--- config.mk ---
export PLATFORM = sky130hd
export DESIGN_NAME = priority_buffer_drop_oldest_core
export DESIGN_NICKNAME = d
export VERILOG_FILES = /design/src/design/pbdo_pkg.sv /design/src/design/priority_buffer_drop_oldest_core.sv /design/src/design/pbdo_ram.sv /design/src/design/pbdo_ctrl.sv /design/src/design/pbdo_dp.sv
export SDC_FILE = /design/constraint.sdc
export NUM_CORES = 1
export LEC_CHECK = 0
export BUFFER_PORTS_ARGS = -buffer_cell sky130_fd_sc_hd__buf_2
export CAP_MARGIN = 20
export CORE_UTILIZATION = 30
export CTS_CLUSTER_DIAMETER = 80
export DETAILED_ROUTE_END_ITERATION = 10
export PLACE_DENSITY = 0.52
export SYNTH_ARGS = -nofsm -noshare
export SYNTH_HDL_FRONTEND = slang
export SYNTH_SLANG_ARGS = --single-unit
--- constraint.sdc ---
create_clock -name clk_i -period 6.8 [get_ports clk_i]
set_input_delay 0.68 -clock clk_i [delete_from_list [all_inputs] [get_ports clk_i]]
set_output_delay 0.68 -clock clk_i [all_outputs]
set_load 0.02 [all_outputs]
--- src/design/pbdo_pkg.sv ---
// ----------------------------------------------------------------------------
// pbdo_pkg
// shared types, constants and codes of the priority buffer with drop-oldest
// ----------------------------------------------------------------------------
package pbdo_pkg;

  localparam int unsigned CAPACITY_DEFAULT = 8;

  localparam int unsigned ID_W   = 32;
  localparam int unsigned PRIO_W = 8;
  localparam int unsigned CNT_W  = 32;

  // stream widths, padded to whole bytes
  localparam int unsigned S_TDATA_W = 40;
  localparam int unsigned M_TDATA_W = 144;
  localparam int unsigned M_USED_W  = 3 + 3 * ID_W + PRIO_W + CNT_W;

  // request codes carried on tuser
  localparam logic FUNC_PUT = 1'b0;
  localparam logic FUNC_GET = 1'b1;

  typedef enum logic [1:0] {
    ST_IDLE,
    ST_SCAN,
    ST_FINISH
  } state_e;

  typedef struct packed {
    logic start;
    logic step;
    logic commit;
  } ctrl_cmd_t;

  typedef struct packed {
    logic scan_done;
    logic out_free;
  } dp_status_t;

endpackage

--- src/design/priority_buffer_drop_oldest_core.sv ---
// ----------------------------------------------------------------------------
// priority_buffer_drop_oldest_core
// fixed-slot request buffer, priority get, smallest-id eviction on full put
// ----------------------------------------------------------------------------
// usage:
//   slave stream carries one request: tuser = 0 put, 1 get; tdata holds the
//   id and priority of a put. every request yields exactly one result on the
//   master stream with put/get status, evicted or removed entry and both
//   running counters.
//   a request is taken only while the block is idle. it then reads the slot
//   ram once per slot through one shared comparator stage and writes the
//   result register in its commit step; the next request is accepted only
//   after that commit, so the block does not take a new request before it
//   is through with the last one.
//   the result register lets a request be accepted while the previous result
//   still waits; if the receiver stalls, the block holds in its commit step
//   until the result register frees up.
//   reset empties all slots and clears both counters at once; slot contents
//   need no clearing since valid flags gate every read.
// ----------------------------------------------------------------------------
module priority_buffer_drop_oldest_core #(
  parameter int unsigned CAPACITY = pbdo_pkg::CAPACITY_DEFAULT
) (
  input  logic                               clk_i,
  input  logic                               rst_ni,
  input  logic                               s_axis_tvalid_i,
  output logic                               s_axis_tready_o,
  // [31:0] req_id, [39:32] req_priority
  input  logic [pbdo_pkg::S_TDATA_W-1:0]     s_axis_tdata_i,
  // [0] func
  input  logic                               s_axis_tuser_i,
  output logic                               m_axis_tvalid_o,
  input  logic                               m_axis_tready_i,
  // [0] put_stored, [1] put_evicted, [33:2] evicted_id, [34] got_valid,
  // [66:35] got_id, [74:67] got_priority, [106:75] served_total,
  // [138:107] declined_total, [143:139] zero
  output logic [pbdo_pkg::M_TDATA_W-1:0]     m_axis_tdata_o
);

  pbdo_pkg::ctrl_cmd_t  cmd;
  pbdo_pkg::dp_status_t status;

  pbdo_ctrl u_ctrl (
    .clk_i     (clk_i),
    .rst_ni    (rst_ni),
    .in_valid_i(s_axis_tvalid_i),
    .in_ready_o(s_axis_tready_o),
    .status_i  (status),
    .cmd_o     (cmd)
  );

  pbdo_dp #(
    .CAPACITY(CAPACITY)
  ) u_dp (
    .clk_i         (clk_i),
    .rst_ni        (rst_ni),
    .cmd_i         (cmd),
    .status_o      (status),
    .func_i        (s_axis_tuser_i),
    .req_id_i      (s_axis_tdata_i[pbdo_pkg::ID_W-1:0]),
    .req_priority_i(s_axis_tdata_i[pbdo_pkg::ID_W+pbdo_pkg::PRIO_W-1:pbdo_pkg::ID_W]),
    .out_valid_o   (m_axis_tvalid_o),
    .out_ready_i   (m_axis_tready_i),
    .out_data_o    (m_axis_tdata_o)
  );

endmodule

--- src/design/pbdo_ram.sv ---
// ----------------------------------------------------------------------------
// pbdo_ram
// generic single write, single read ram with registered read data
// ----------------------------------------------------------------------------
module pbdo_ram #(
  parameter int unsigned WIDTH = 40,
  parameter int unsigned DEPTH = 8,
  localparam int unsigned AW = (DEPTH > 1) ? $clog2(DEPTH) : 1
) (
  input  logic             clk_i,
  input  logic             wr_en_i,
  input  logic [AW-1:0]    wr_addr_i,
  input  logic [WIDTH-1:0] wr_data_i,
  input  logic             rd_en_i,
  input  logic [AW-1:0]    rd_addr_i,
  output logic [WIDTH-1:0] rd_data_o
);

  logic [WIDTH-1:0] mem_q [DEPTH];
  logic [WIDTH-1:0] rd_data_q;

  always_ff @(posedge clk_i) begin
    if (wr_en_i) begin
      mem_q[wr_addr_i] <= wr_data_i;
    end
    if (rd_en_i) begin
      rd_data_q <= mem_q[rd_addr_i];
    end
  end

  assign rd_data_o = rd_data_q;

endmodule

--- src/design/pbdo_ctrl.sv ---
// ----------------------------------------------------------------------------
// pbdo_ctrl
// sequencer: accept a request, scan all slots, then commit the result
// ----------------------------------------------------------------------------
module pbdo_ctrl (
  input  logic                 clk_i,
  input  logic                 rst_ni,
  input  logic                 in_valid_i,
  output logic                 in_ready_o,
  input  pbdo_pkg::dp_status_t status_i,
  output pbdo_pkg::ctrl_cmd_t  cmd_o
);

  pbdo_pkg::state_e state_q, state_d;

  always_ff @(posedge clk_i or negedge rst_ni) begin
    if (!rst_ni) begin
      state_q <= pbdo_pkg::ST_IDLE;
    end else begin
      state_q <= state_d;
    end
  end

  always_comb begin
    state_d = state_q;
    case (state_q)
      pbdo_pkg::ST_IDLE: begin
        if (in_valid_i) state_d = pbdo_pkg::ST_SCAN;
      end
      pbdo_pkg::ST_SCAN: begin
        if (status_i.scan_done) state_d = pbdo_pkg::ST_FINISH;
      end
      pbdo_pkg::ST_FINISH: begin
        if (status_i.out_free) state_d = pbdo_pkg::ST_IDLE;
      end
      default: state_d = pbdo_pkg::ST_IDLE;
    endcase
  end

  always_comb begin
    in_ready_o   = 1'b0;
    cmd_o        = '0;
    case (state_q)
      pbdo_pkg::ST_IDLE: begin
        in_ready_o = 1'b1;
        cmd_o.start = in_valid_i;
      end
      pbdo_pkg::ST_SCAN: begin
        cmd_o.step = 1'b1;
      end
      pbdo_pkg::ST_FINISH: begin
        cmd_o.commit = status_i.out_free;
      end
      default: begin
        in_ready_o = 1'b0;
      end
    endcase
  end

endmodule

--- src/design/pbdo_dp.sv ---
// ----------------------------------------------------------------------------
// pbdo_dp
// slot store, scan comparators, counters and result register
// ----------------------------------------------------------------------------
module pbdo_dp #(
  parameter int unsigned CAPACITY = pbdo_pkg::CAPACITY_DEFAULT
) (
  input  logic                                clk_i,
  input  logic                                rst_ni,
  input  pbdo_pkg::ctrl_cmd_t                 cmd_i,
  output pbdo_pkg::dp_status_t                status_o,
  input  logic                                func_i,
  input  logic [pbdo_pkg::ID_W-1:0]           req_id_i,
  input  logic [pbdo_pkg::PRIO_W-1:0]         req_priority_i,
  output logic                                out_valid_o,
  input  logic                                out_ready_i,
  output logic [pbdo_pkg::M_TDATA_W-1:0]      out_data_o
);

  localparam int unsigned IDX_W  = (CAPACITY > 1) ? $clog2(CAPACITY) : 1;
  localparam int unsigned SCAN_W = $clog2(CAPACITY + 1);
  localparam int unsigned ENT_W  = pbdo_pkg::ID_W + pbdo_pkg::PRIO_W;

  // latched request
  logic                        op_q;
  logic [pbdo_pkg::ID_W-1:0]   id_q;
  logic [pbdo_pkg::PRIO_W-1:0] prio_q;

  logic [SCAN_W-1:0]   scan_q;
  logic [CAPACITY-1:0] valid_q;

  logic                        free_have_q, vic_have_q, best_have_q;
  logic [IDX_W-1:0]            free_idx_q, vic_idx_q, best_idx_q;
  logic [pbdo_pkg::ID_W-1:0]   vic_id_q, best_id_q;
  logic [pbdo_pkg::PRIO_W-1:0] best_prio_q;

  logic [pbdo_pkg::CNT_W-1:0] served_q, declined_q;

  logic                          m_valid_q;
  logic [pbdo_pkg::M_USED_W-1:0] m_data_q;

  // ram interface
  logic                        rd_en, wr_en;
  logic [IDX_W-1:0]            rd_addr, wr_addr, cmp_idx;
  logic [ENT_W-1:0]            rd_data;
  logic [pbdo_pkg::ID_W-1:0]   ent_id;
  logic [pbdo_pkg::PRIO_W-1:0] ent_prio;
  logic                        ent_valid, cmp_en;

  logic scan_at_end;

  assign scan_at_end = (scan_q == SCAN_W'(CAPACITY));
  assign rd_en       = cmd_i.step && !scan_at_end;
  assign rd_addr     = scan_q[IDX_W-1:0];
  assign cmp_en      = cmd_i.step && (scan_q != '0);
  assign cmp_idx     = IDX_W'(scan_q - 1'b1);
  assign ent_id      = rd_data[pbdo_pkg::ID_W-1:0];
  assign ent_prio    = rd_data[ENT_W-1:pbdo_pkg::ID_W];
  assign ent_valid   = valid_q[cmp_idx];

  assign wr_en   = cmd_i.commit && (op_q == pbdo_pkg::FUNC_PUT);
  assign wr_addr = free_have_q ? free_idx_q : vic_idx_q;

  pbdo_ram #(
    .WIDTH(ENT_W),
    .DEPTH(CAPACITY)
  ) u_slots (
    .clk_i    (clk_i),
    .wr_en_i  (wr_en),
    .wr_addr_i(wr_addr),
    .wr_data_i({prio_q, id_q}),
    .rd_en_i  (rd_en),
    .rd_addr_i(rd_addr),
    .rd_data_o(rd_data)
  );

  assign status_o.scan_done = scan_at_end;
  assign status_o.out_free  = !m_valid_q || out_ready_i;

  // request latch and scan trackers
  always_ff @(posedge clk_i) begin
    if (cmd_i.start) begin
      op_q   <= func_i;
      id_q   <= req_id_i;
      prio_q <= req_priority_i;
    end
  end

  always_ff @(posedge clk_i or negedge rst_ni) begin
    if (!rst_ni) begin
      scan_q      <= '0;
      free_have_q <= 1'b0;
      vic_have_q  <= 1'b0;
      best_have_q <= 1'b0;
      free_idx_q  <= '0;
      vic_idx_q   <= '0;
      best_idx_q  <= '0;
      vic_id_q    <= '0;
      best_id_q   <= '0;
      best_prio_q <= '0;
    end else if (cmd_i.start) begin
      scan_q      <= '0;
      free_have_q <= 1'b0;
      vic_have_q  <= 1'b0;
      best_have_q <= 1'b0;
    end else if (cmd_i.step) begin
      if (!scan_at_end) scan_q <= SCAN_W'(scan_q + 1'b1);
      if (cmp_en) begin
        // lowest free slot
        if (!ent_valid && !free_have_q) begin
          free_have_q <= 1'b1;
          free_idx_q  <= cmp_idx;
        end
        // smallest id, lowest index on ties
        if (ent_valid && (!vic_have_q || ent_id < vic_id_q)) begin
          vic_have_q <= 1'b1;
          vic_idx_q  <= cmp_idx;
          vic_id_q   <= ent_id;
        end
        // highest priority, then larger id, then higher index
        if (ent_valid && (!best_have_q || ent_prio > best_prio_q ||
            (ent_prio == best_prio_q && ent_id >= best_id_q))) begin
          best_have_q <= 1'b1;
          best_idx_q  <= cmp_idx;
          best_id_q   <= ent_id;
          best_prio_q <= ent_prio;
        end
      end
    end
  end

  // commit: slot flags, counters, result register
  logic                          put_stored, put_evicted, got_valid;
  logic [pbdo_pkg::CNT_W-1:0]    served_d, declined_d;
  logic [pbdo_pkg::ID_W-1:0]     evicted_id, got_id;
  logic [pbdo_pkg::PRIO_W-1:0]   got_prio;

  always_comb begin
    put_stored  = 1'b0;
    put_evicted = 1'b0;
    got_valid   = 1'b0;
    evicted_id  = '0;
    got_id      = '0;
    got_prio    = '0;
    served_d    = served_q;
    declined_d  = declined_q;
    if (op_q == pbdo_pkg::FUNC_PUT) begin
      if (free_have_q) begin
        put_stored = 1'b1;
      end else begin
        put_evicted = 1'b1;
        evicted_id  = vic_id_q;
        declined_d  = declined_q + 1'b1;
      end
    end else if (best_have_q) begin
      got_valid = 1'b1;
      got_id    = best_id_q;
      got_prio  = best_prio_q;
      served_d  = served_q + 1'b1;
    end
  end

  always_ff @(posedge clk_i or negedge rst_ni) begin
    if (!rst_ni) begin
      valid_q    <= '0;
      served_q   <= '0;
      declined_q <= '0;
      m_valid_q  <= 1'b0;
    end else begin
      if (cmd_i.commit) begin
        if (op_q == pbdo_pkg::FUNC_PUT) begin
          valid_q[wr_addr] <= 1'b1;
        end else if (best_have_q) begin
          valid_q[best_idx_q] <= 1'b0;
        end
        served_q   <= served_d;
        declined_q <= declined_d;
        m_valid_q  <= 1'b1;
      end else if (out_ready_i) begin
        m_valid_q <= 1'b0;
      end
    end
  end

  always_ff @(posedge clk_i) begin
    if (cmd_i.commit) begin
      m_data_q <= {declined_d, served_d, got_prio, got_id, got_valid,
                   evicted_id, put_evicted, put_stored};
    end
  end

  assign out_valid_o = m_valid_q;
  assign out_data_o  = {{(pbdo_pkg::M_TDATA_W - pbdo_pkg::M_USED_W){1'b0}}, m_data_q};

endmodule
==> summary.md, run 1 <==
| Metric | Value |
|---|---|
| Asr flop ratio synth | 23.2% |
| GRT Total Usage | between 10% and 20% |
| Final setup vio count | 0 |
| Finished Layout Cells | 3263 |
| Router iterations before antenna repair | 5 |
| Met2 routed WL | 31400 um |
| Die Footprint | 96700 um2 |
| # hold bufs at CTS | 0 |
| CP arrival | 4.67 ns |
| Site Rows | 112 |
| RSZ-0062 raised after global routing | no |
| Vert. Die Dim | approximately 310 um |
| Clock transition at the registers of the reported paths | 0.06 ns |
| Uppermost layer routed | met5 |
| # placed instances | around 3.1k |
| WL met1 | around 30000 um |
| Worst-Skew Late Latency | 0.64 ns |
| Crit Path Max Fanout | 33 |
| Startpoint Class | register |
| Total number of yosys warnings | 0 |
| Register bit count reported by yosys | 703 |
| HPWL after DPL | 40800 um |
| # fillers | 8926 |
| Top_reg_cell synth | edfxtp_1 |
| HP Class | in2async |
| Area of the mapped netlist | 28600 um2 |
| Largest net degree at the start of global routing | 96 |
| DR DRC count | 0 |
| Cell count after synthesis | around 1.7k |
| Required @ worst endpoint | roughly 7.3 ns |
| Final nets | 2063 |
| Max Freq | 0.240 GHz |
| IO Count | 191 |
| CTS Buf Count | 79 |
| Clk buf depth | 3 |
| Root buf cell | clkbuf_16 |
| Worst slew pin tran | 1.16 ns |
| Synthesized area per cell | about 17 um2 |
| Met3 wire len | about 2900 um |
| Grt total ovfl | 0 |
| Core area | 93900 um2 |
| Port Buf Inserts | ~190 |
| Vias in the first global route | 15.7k |
| Final period utilization | 61.3% |
| Post-Place Worst Slack | 2.60 ns |
| EDFF count, synth | 540 |
| Synth cell types | 63 |
| Starting DRT DRC Count | 898 |
| Rel. slew slack | 22.9% |
| Wire length per cell | roughly 20 um |
| Final hold vios | 0 |
| Clock skew | 0.0446 ns |
| Fraction of the yosys area taken by sequential cells | a little under three quarters |
| TritonCTS Sinks | 703 |
| Crit Path Category | reg2reg |
| PnR worst setup slack | around 2.6 ns |
| Die Wd | 311 um |
| VDD IR max | 0.196 mV |
| Initial antenna violation count | 2 |
| Post-cts repair resize count | 0 |
| PwrDens | 409 nW/um2 |
| Max-cap viol count | 0 |
| Starting Density | 30.5% |
| Setup TNS | 0 ns |
| Post-DRT Antenna Nets | 0 |
| Via/cell ratio | 4.60 |
| Max-slew violation count | 0 |
| Vias | 15.0k |
| Minimum clock period | 4.17 ns |
| Post CTS Setup Buffer Count | 0 |
| Area delta synth->final | 17.9% |
| H-tree levels | 3 |
| Gpl congestion | just under 0.8 |
| Routed WL | around 66000 um |
| P_leak | 12.1 nW |
| Crit path capture type | register |
| First-pass GRT wire length | 100000 um |
| CTS tree | yes |
| Status | finished, final reports clean |
| Fraction of layout cells with a size suffix above 1 | 27.9% |
metrics by stage:
stage / instance area (um2) / util [%] / power, mW / hold WS, ns
4_1_cts: 33700 / 35.9 / 14.0 / 0.169
5_1_grt: 33800 / 36.0 / 14.6 / 0.179
6_report: 33800 / 36.0 / 13.8 / 0.165
3_5_place_dp: 31100 / 33.1 / 9.63 / 0.462
2_1_floorplan: 28700 / - / 8.54 / 0.384
3_3_place_gp: 31100 / 33.1 / 9.52 / 0.463
layout make-up:
class / instances / area (um2) / area share, %
antenna: 1 / 2.50 / 0.00741
inverter: 89 / 339 / 1.00
tap: 1254 / 1570 / 4.65
multi-input combinational: 862 / 7760 / 23.0
timing repair buffer: 208 / 1140 / 3.39
clock inverter: 52 / 592 / 1.75
clock buffer: 94 / 2060 / 6.11
sequential: 703 / 20300 / 60.1
cells in the mapped netlist (11+ instances only):
library cell / number / share of area (%)
inv_1: 88 / 1.2
nor2_1: 115 / 1.5
nand2b_1: 11 / 0.24
ha_1: 75 / 3.3
dfrtp_1: 163 / 14
nand3_1: 35 / 0.61
buf_2: 11 / 0.19
xnor2_1: 63 / 1.9
a21oi_1: 29 / 0.51
nand4_1: 26 / 0.57
nand2_1: 73 / 0.96
xor2_1: 65 / 2.0
o21ai_0: 24 / 0.42
mux4_2: 80 / 6.3
nor3_1: 49 / 0.86
mux2_2: 121 / 4.8
clkbuf_1: 40 / 0.52
edfxtp_1: 540 / 57
critical path, stage by stage (launching register included):
cell and delay [ns]:
dfrtp_4 0.89, inv_1 0.20, ha_1 0.43, mux4_1 0.42, mux2i_1 0.09, nand2_1 0.15, o211ai_4 0.14, a311oi_4 0.71
buf_4 0.55, mux2_2 0.40
cell families (layout without fill, tap and decap cells):
| family | Yosys count | after routing | synth area share [%] |
|---|---|---|---|
| DFF | 703 | 703 | 70.9 |
| and+or+nand+nor | 355 | 355 | 5.96 |
| muxes | 208 | 208 | 11.4 |
| buffers and inverters | 158 | 443 | 2.38 |
| xor gates and xnor gates | 128 | 128 | 3.91 |
| AOI/OAI and AO/OA | 91 | 91 | 2.19 |
| adders and majority gates | 75 | 75 | 3.28 |
| other | 1 | 6 | 0.0131 |
worst paths after layout:
| kind | startpoint | end | slack [ns] | depth (start not counted) |
|---|---|---|---|---|
| max reg2reg | u_dp.scan_q[0] | u_dp.best_id_q[28] | 2.63 | 9 |
| min in group clk_i | s_axis_tdata_i[26] | u_dp.id_q[26] | 0.22 | 1 |
| min | rst_ni | u_dp.declined_q[30] | 0.16 | 1 |
| max in group asynchronous | rst_ni | u_dp.scan_q[2] | 5.46 | 3 |
| min reg2reg | u_dp.valid_q[5] | u_dp.valid_q[5] | 0.47 | 1 |
| max | u_dp.scan_q[0] | u_dp.best_id_q[28] | 2.63 | 9 |
cells in the final DEF, fill, tap and decap left out, drive strengths merged, types with 5 or more instances in the layout:
cell and n:
nor4 7, mux2 121, mux2i 5, clkbuf 94, a21o 8, and2 7
xor2 65, a21oi 29, nor2 115, mux4 82, and4 8, edfxtp 540
nor3 49, nand3 36, nand2b 11, dfrtp 163, conb 5, ha 75
inv 96, nand2 73, o21ai 25, buf 208, and3 9, clkinv 33
bufinv 9, nor2b 5, xnor2 63, nand4 28
state kept, by name, indices dropped and copies added (netlist names):
signal                  flops
u_dp.served_q              32
u_ctrl.state_q              2
u_dp.vic_have_q             1
u_dp.u_slots.rd_data_o     40
u_dp.best_id_q             32
u_dp.out_valid_o            1
u_dp.free_have_q            1
u_dp.m_data_q             139
u_dp.id_q                  32
u_dp.valid_q                8
u_dp.u_slots.mem_q        320
u_dp.free_idx_q             3
u_dp.prio_q                 8
u_dp.vic_id_q              32
u_dp.best_idx_q             3
u_dp.op_q                   1
u_dp.best_prio_q            8
u_dp.declined_q            32
u_dp.scan_q                 4
u_dp.vic_idx_q              3
u_dp.best_have_q            1
per-layer routing:
layer / global-route usage, % / up-vias
li1: - / 6887
met1: 18.6 / 7680
met2: 22.3 / 337
met3: 2.79 / 109
met4: 4.09 / 2
met5: 0 / -
power breakdown:
| part | total, mW | switching, mW | internal [mW] |
|---|---|---|---|
| sequential | 5.94 | 0.596 | 5.34 |
| combinational | 3.55 | 1.85 | 1.71 |
| clock | 4.33 | 1.79 | 2.54 |
| total | 13.8 | 4.23 | 9.59 |
(Power assumes the default switching activity.)
==> run 2, diff against run 1 <==
PLACE_DENSITY = 0.54   (was 0.52)
clock period = 3.6 ns   (was 6.8 ns; I/O delays follow)
==> summary.md, run 2 (synthesis results as in run 1) <==
| Metric | Value |
|---|---|
| Vias | 15.2k (was 15.0k) |
| Area delta synth->final | 19.9% (was 17.9%) |
| Post-Place Worst Slack | 0.465 ns (was 2.60 ns) |
| Required @ worst endpoint | 4.10 ns (was 7.30 ns) |
| Core area | 93900 um2 (unchanged) |
| HPWL after DPL | 42200 um (was 40800 um) |
| First-pass GRT wire length | 100000 um (about the same) |
| Crit Path Max Fanout | 15 (was 33) |
| CP startpoint | u_dp.u_slots.rd_data_o[15] (was u_dp.scan_q[0]) |
| GRT Total Usage | 13.8% (about the same) |
| Router iterations before antenna repair | 5 (unchanged) |
| Final period utilization | 85.3% (was 61.3%) |
| CP arrival | 3.57 ns (was 4.67 ns) |
| Die Footprint | 96700 um2 (unchanged) |
| Largest net degree at the start of global routing | 85 (was 96) |
| Grt total ovfl | 0 (unchanged) |
| Status | finished, final reports clean (unchanged) |
| Slowest stage delay, CP | 0.47 ns (was 0.89 ns) |
| IO Count | 191 (unchanged) |
| Max-cap viol count | 0 (unchanged) |
| Reg with most FFs | u_dp.u_slots.mem_q (unchanged) |
| Final hold vios | 0 (unchanged) |
| Minimum clock period | 3.07 ns (was 4.17 ns) |
| H-tree levels | 3 (unchanged) |
| Die Wd | 311 um (unchanged) |
| Wire length per cell | 20.1 um (was 20.3 um) |
| Most frequent cells in the layout | edfxtp_1, buf_2, dfrtp_1 (unchanged) |
| Crit-path cells | ha_1 -> nand4_1 -> or3_1 -> nor3_1 -> o41ai_2 -> a311oi_4 -> buf_4 -> mux2_2 (was inv_1 -> ha_1 -> mux4_1 -> mux2i_1 -> nand2_1 -> o211ai_4 -> a311oi_4 -> buf_4 -> mux2_2) |
| Commonest non-fill, non-tap cell in the layout | edfxtp_1 (unchanged) |
| CTS Buf Count | 79 (unchanged) |
| Post CTS Setup Buffer Count | 0 (unchanged) |
| Initial antenna violation count | 1 (was 2) |
| Max FFs per register | 320 (unchanged) |
| Crit Path Category | reg2reg (unchanged) |
| P_leak | 12.3 nW (was 12.1 nW) |
| Port Buf Inserts | 185 (unchanged) |
| Starting Density | 30.5% (unchanged) |
| TritonCTS Sinks | 703 (unchanged) |
| Launching point of the worst reg2reg path | u_dp.u_slots.rd_data_o[15] (was u_dp.scan_q[0]) |
| R2R depth | 8 (was 9) |
| DR DRC count | 0 (unchanged) |
| Clock transition at the registers of the reported paths | 0.06 ns (about the same) |
| Clk buf depth | 3 (unchanged) |
| Area post-placement | 31300 um2 (was 31100 um2) |
| Crit-path slowest cell | edfxtp_1 (was dfrtp_4) |
| PwrDens | 762 nW/um2 (was 409 nW/um2) |
| Max-slew violation count | 0 (unchanged) |
| Worst reg2reg endpoint | u_dp.best_id_q[3] (was u_dp.best_id_q[28]) |
| Starting DRT DRC Count | 966 (was 898) |
| Post-DRT Antenna Nets | 0 (unchanged) |
| Final setup vio count | 0 (unchanged) |
| R2R setup slack | 0.53 ns (was 2.63 ns) |
| Max Freq | 0.326 GHz (was 0.240 GHz) |
| Crit path capture type | register (unchanged) |
| HP Class | in2reg (was in2async) |
| VDD IR max | 0.361 mV (was 0.196 mV) |
| Root buf cell | clkbuf_16 (unchanged) |
| Rel. slew slack | 38.0% (was 22.9%) |
| Startpoint Class | register (unchanged) |
| PnR worst setup slack | 0.530 ns (was 2.63 ns) |
| Site Rows | 112 (unchanged) |
| Clock skew | 0.0251 ns (was 0.0446 ns) |
| CTS tree | yes (unchanged) |
| Via/cell ratio | 4.57 (was 4.60) |
| Vert. Die Dim | 311 um (unchanged) |
| Worst-Skew Late Latency | 0.62 ns (was 0.64 ns) |
| Fraction of layout cells with a size suffix above 1 | 27.6% (was 27.9%) |
| Setup TNS | 0 ns (unchanged) |
| Design Area, Final | 34300 um2 (was 33800 um2) |
| Vias in the first global route | 15.8k (was 15.7k) |
| CP Capture Point | u_dp.best_id_q[3] (was u_dp.best_id_q[28]) |
| Post-cts repair resize count | 0 (unchanged) |
| Final nets | 2119 (was 2063) |
| RSZ-0062 raised after global routing | no (unchanged) |
| Routed WL | 66600 um (was 66100 um) |
| Gpl congestion | 0.797 (was 0.782) |
| Worst slew pin tran | 0.930 ns (was 1.16 ns) |
[run 2: final cells by class]
cell class	instances	area, um2
sequential	703	20300
clock inverter	44	444
tap	1254	1570
multi-input combinational	862	7760
timing repair buffer	264	1740
inverter	89	339
fill	8874	59600
clock buffer	102	2170
antenna	1	2.50
[run 2: per-stage QoR]
stage               total power [mW]  hold WS [ns]  utilization, %  cells
global route                    27.6         0.178            36.6   3318
CTS                             26.6         0.120            36.6   3318
detailed placement              18.3         0.461            33.3   3130
global placement                18.1         0.465            33.3   3130
finish                          26.2         0.236            36.6   3319
floorplan                       16.1        0.0644               -   1723
[run 2: per-layer routing]
| layer | wire length [um] | track usage, % | up-vias | share of wire (%) |
|---|---|---|---|---|
| li1 | - | - | 7008 | - |
| met3 | 3330 | 2.75 | 74 | 5.0 |
| met1 | 30100 | 18.4 | 7787 | 45 |
| met2 | 32100 | 22.8 | 309 | 48 |
| met5 | 0 | 0 | - | 0 |
| met4 | 1050 | 3.55 | 0 | 1.6 |
[run 2: critical path: cells and delay by family (launching register included)]
family                   cells  cell delay, ns
AO/OA/AOI/OAI                2            0.48
AND/OR/NAND/NOR              3            0.93
multiplexers                 1            0.37
flip-flops                   1            0.47
adder cells (fa/ha/maj)      1            0.37
buffers and inverters        1            0.33
[run 2: where the power goes]
part / internal [mW] / switching (mW)
Combinational: 3.32 / 3.76
Clock: 4.84 / 3.27
Sequential: 10.1 / 0.883
Total: 18.2 / 7.91
[run 2: worst min path at each step]
stage / startpoint / endpoint / cells past startpoint
6_report: m_axis_tready_i / u_dp.out_valid_o / 3
5_1_grt: m_axis_tready_i / u_dp.out_valid_o / 3
4_1_cts: m_axis_tready_i / u_dp.out_valid_o / 3
3_5_place_dp: u_dp.valid_q[5] / u_dp.valid_q[5] / 1
3_3_place_gp: u_dp.valid_q[5] / u_dp.valid_q[5] / 1
2_1_floorplan: rst_ni / u_ctrl.state_q[0] / 0
[run 2: what timing repair did]
action,in CTS,in global routing
hold buffers,42,0
endpoints found under the hold margin,123,0
endpoints found under the setup margin,0,0
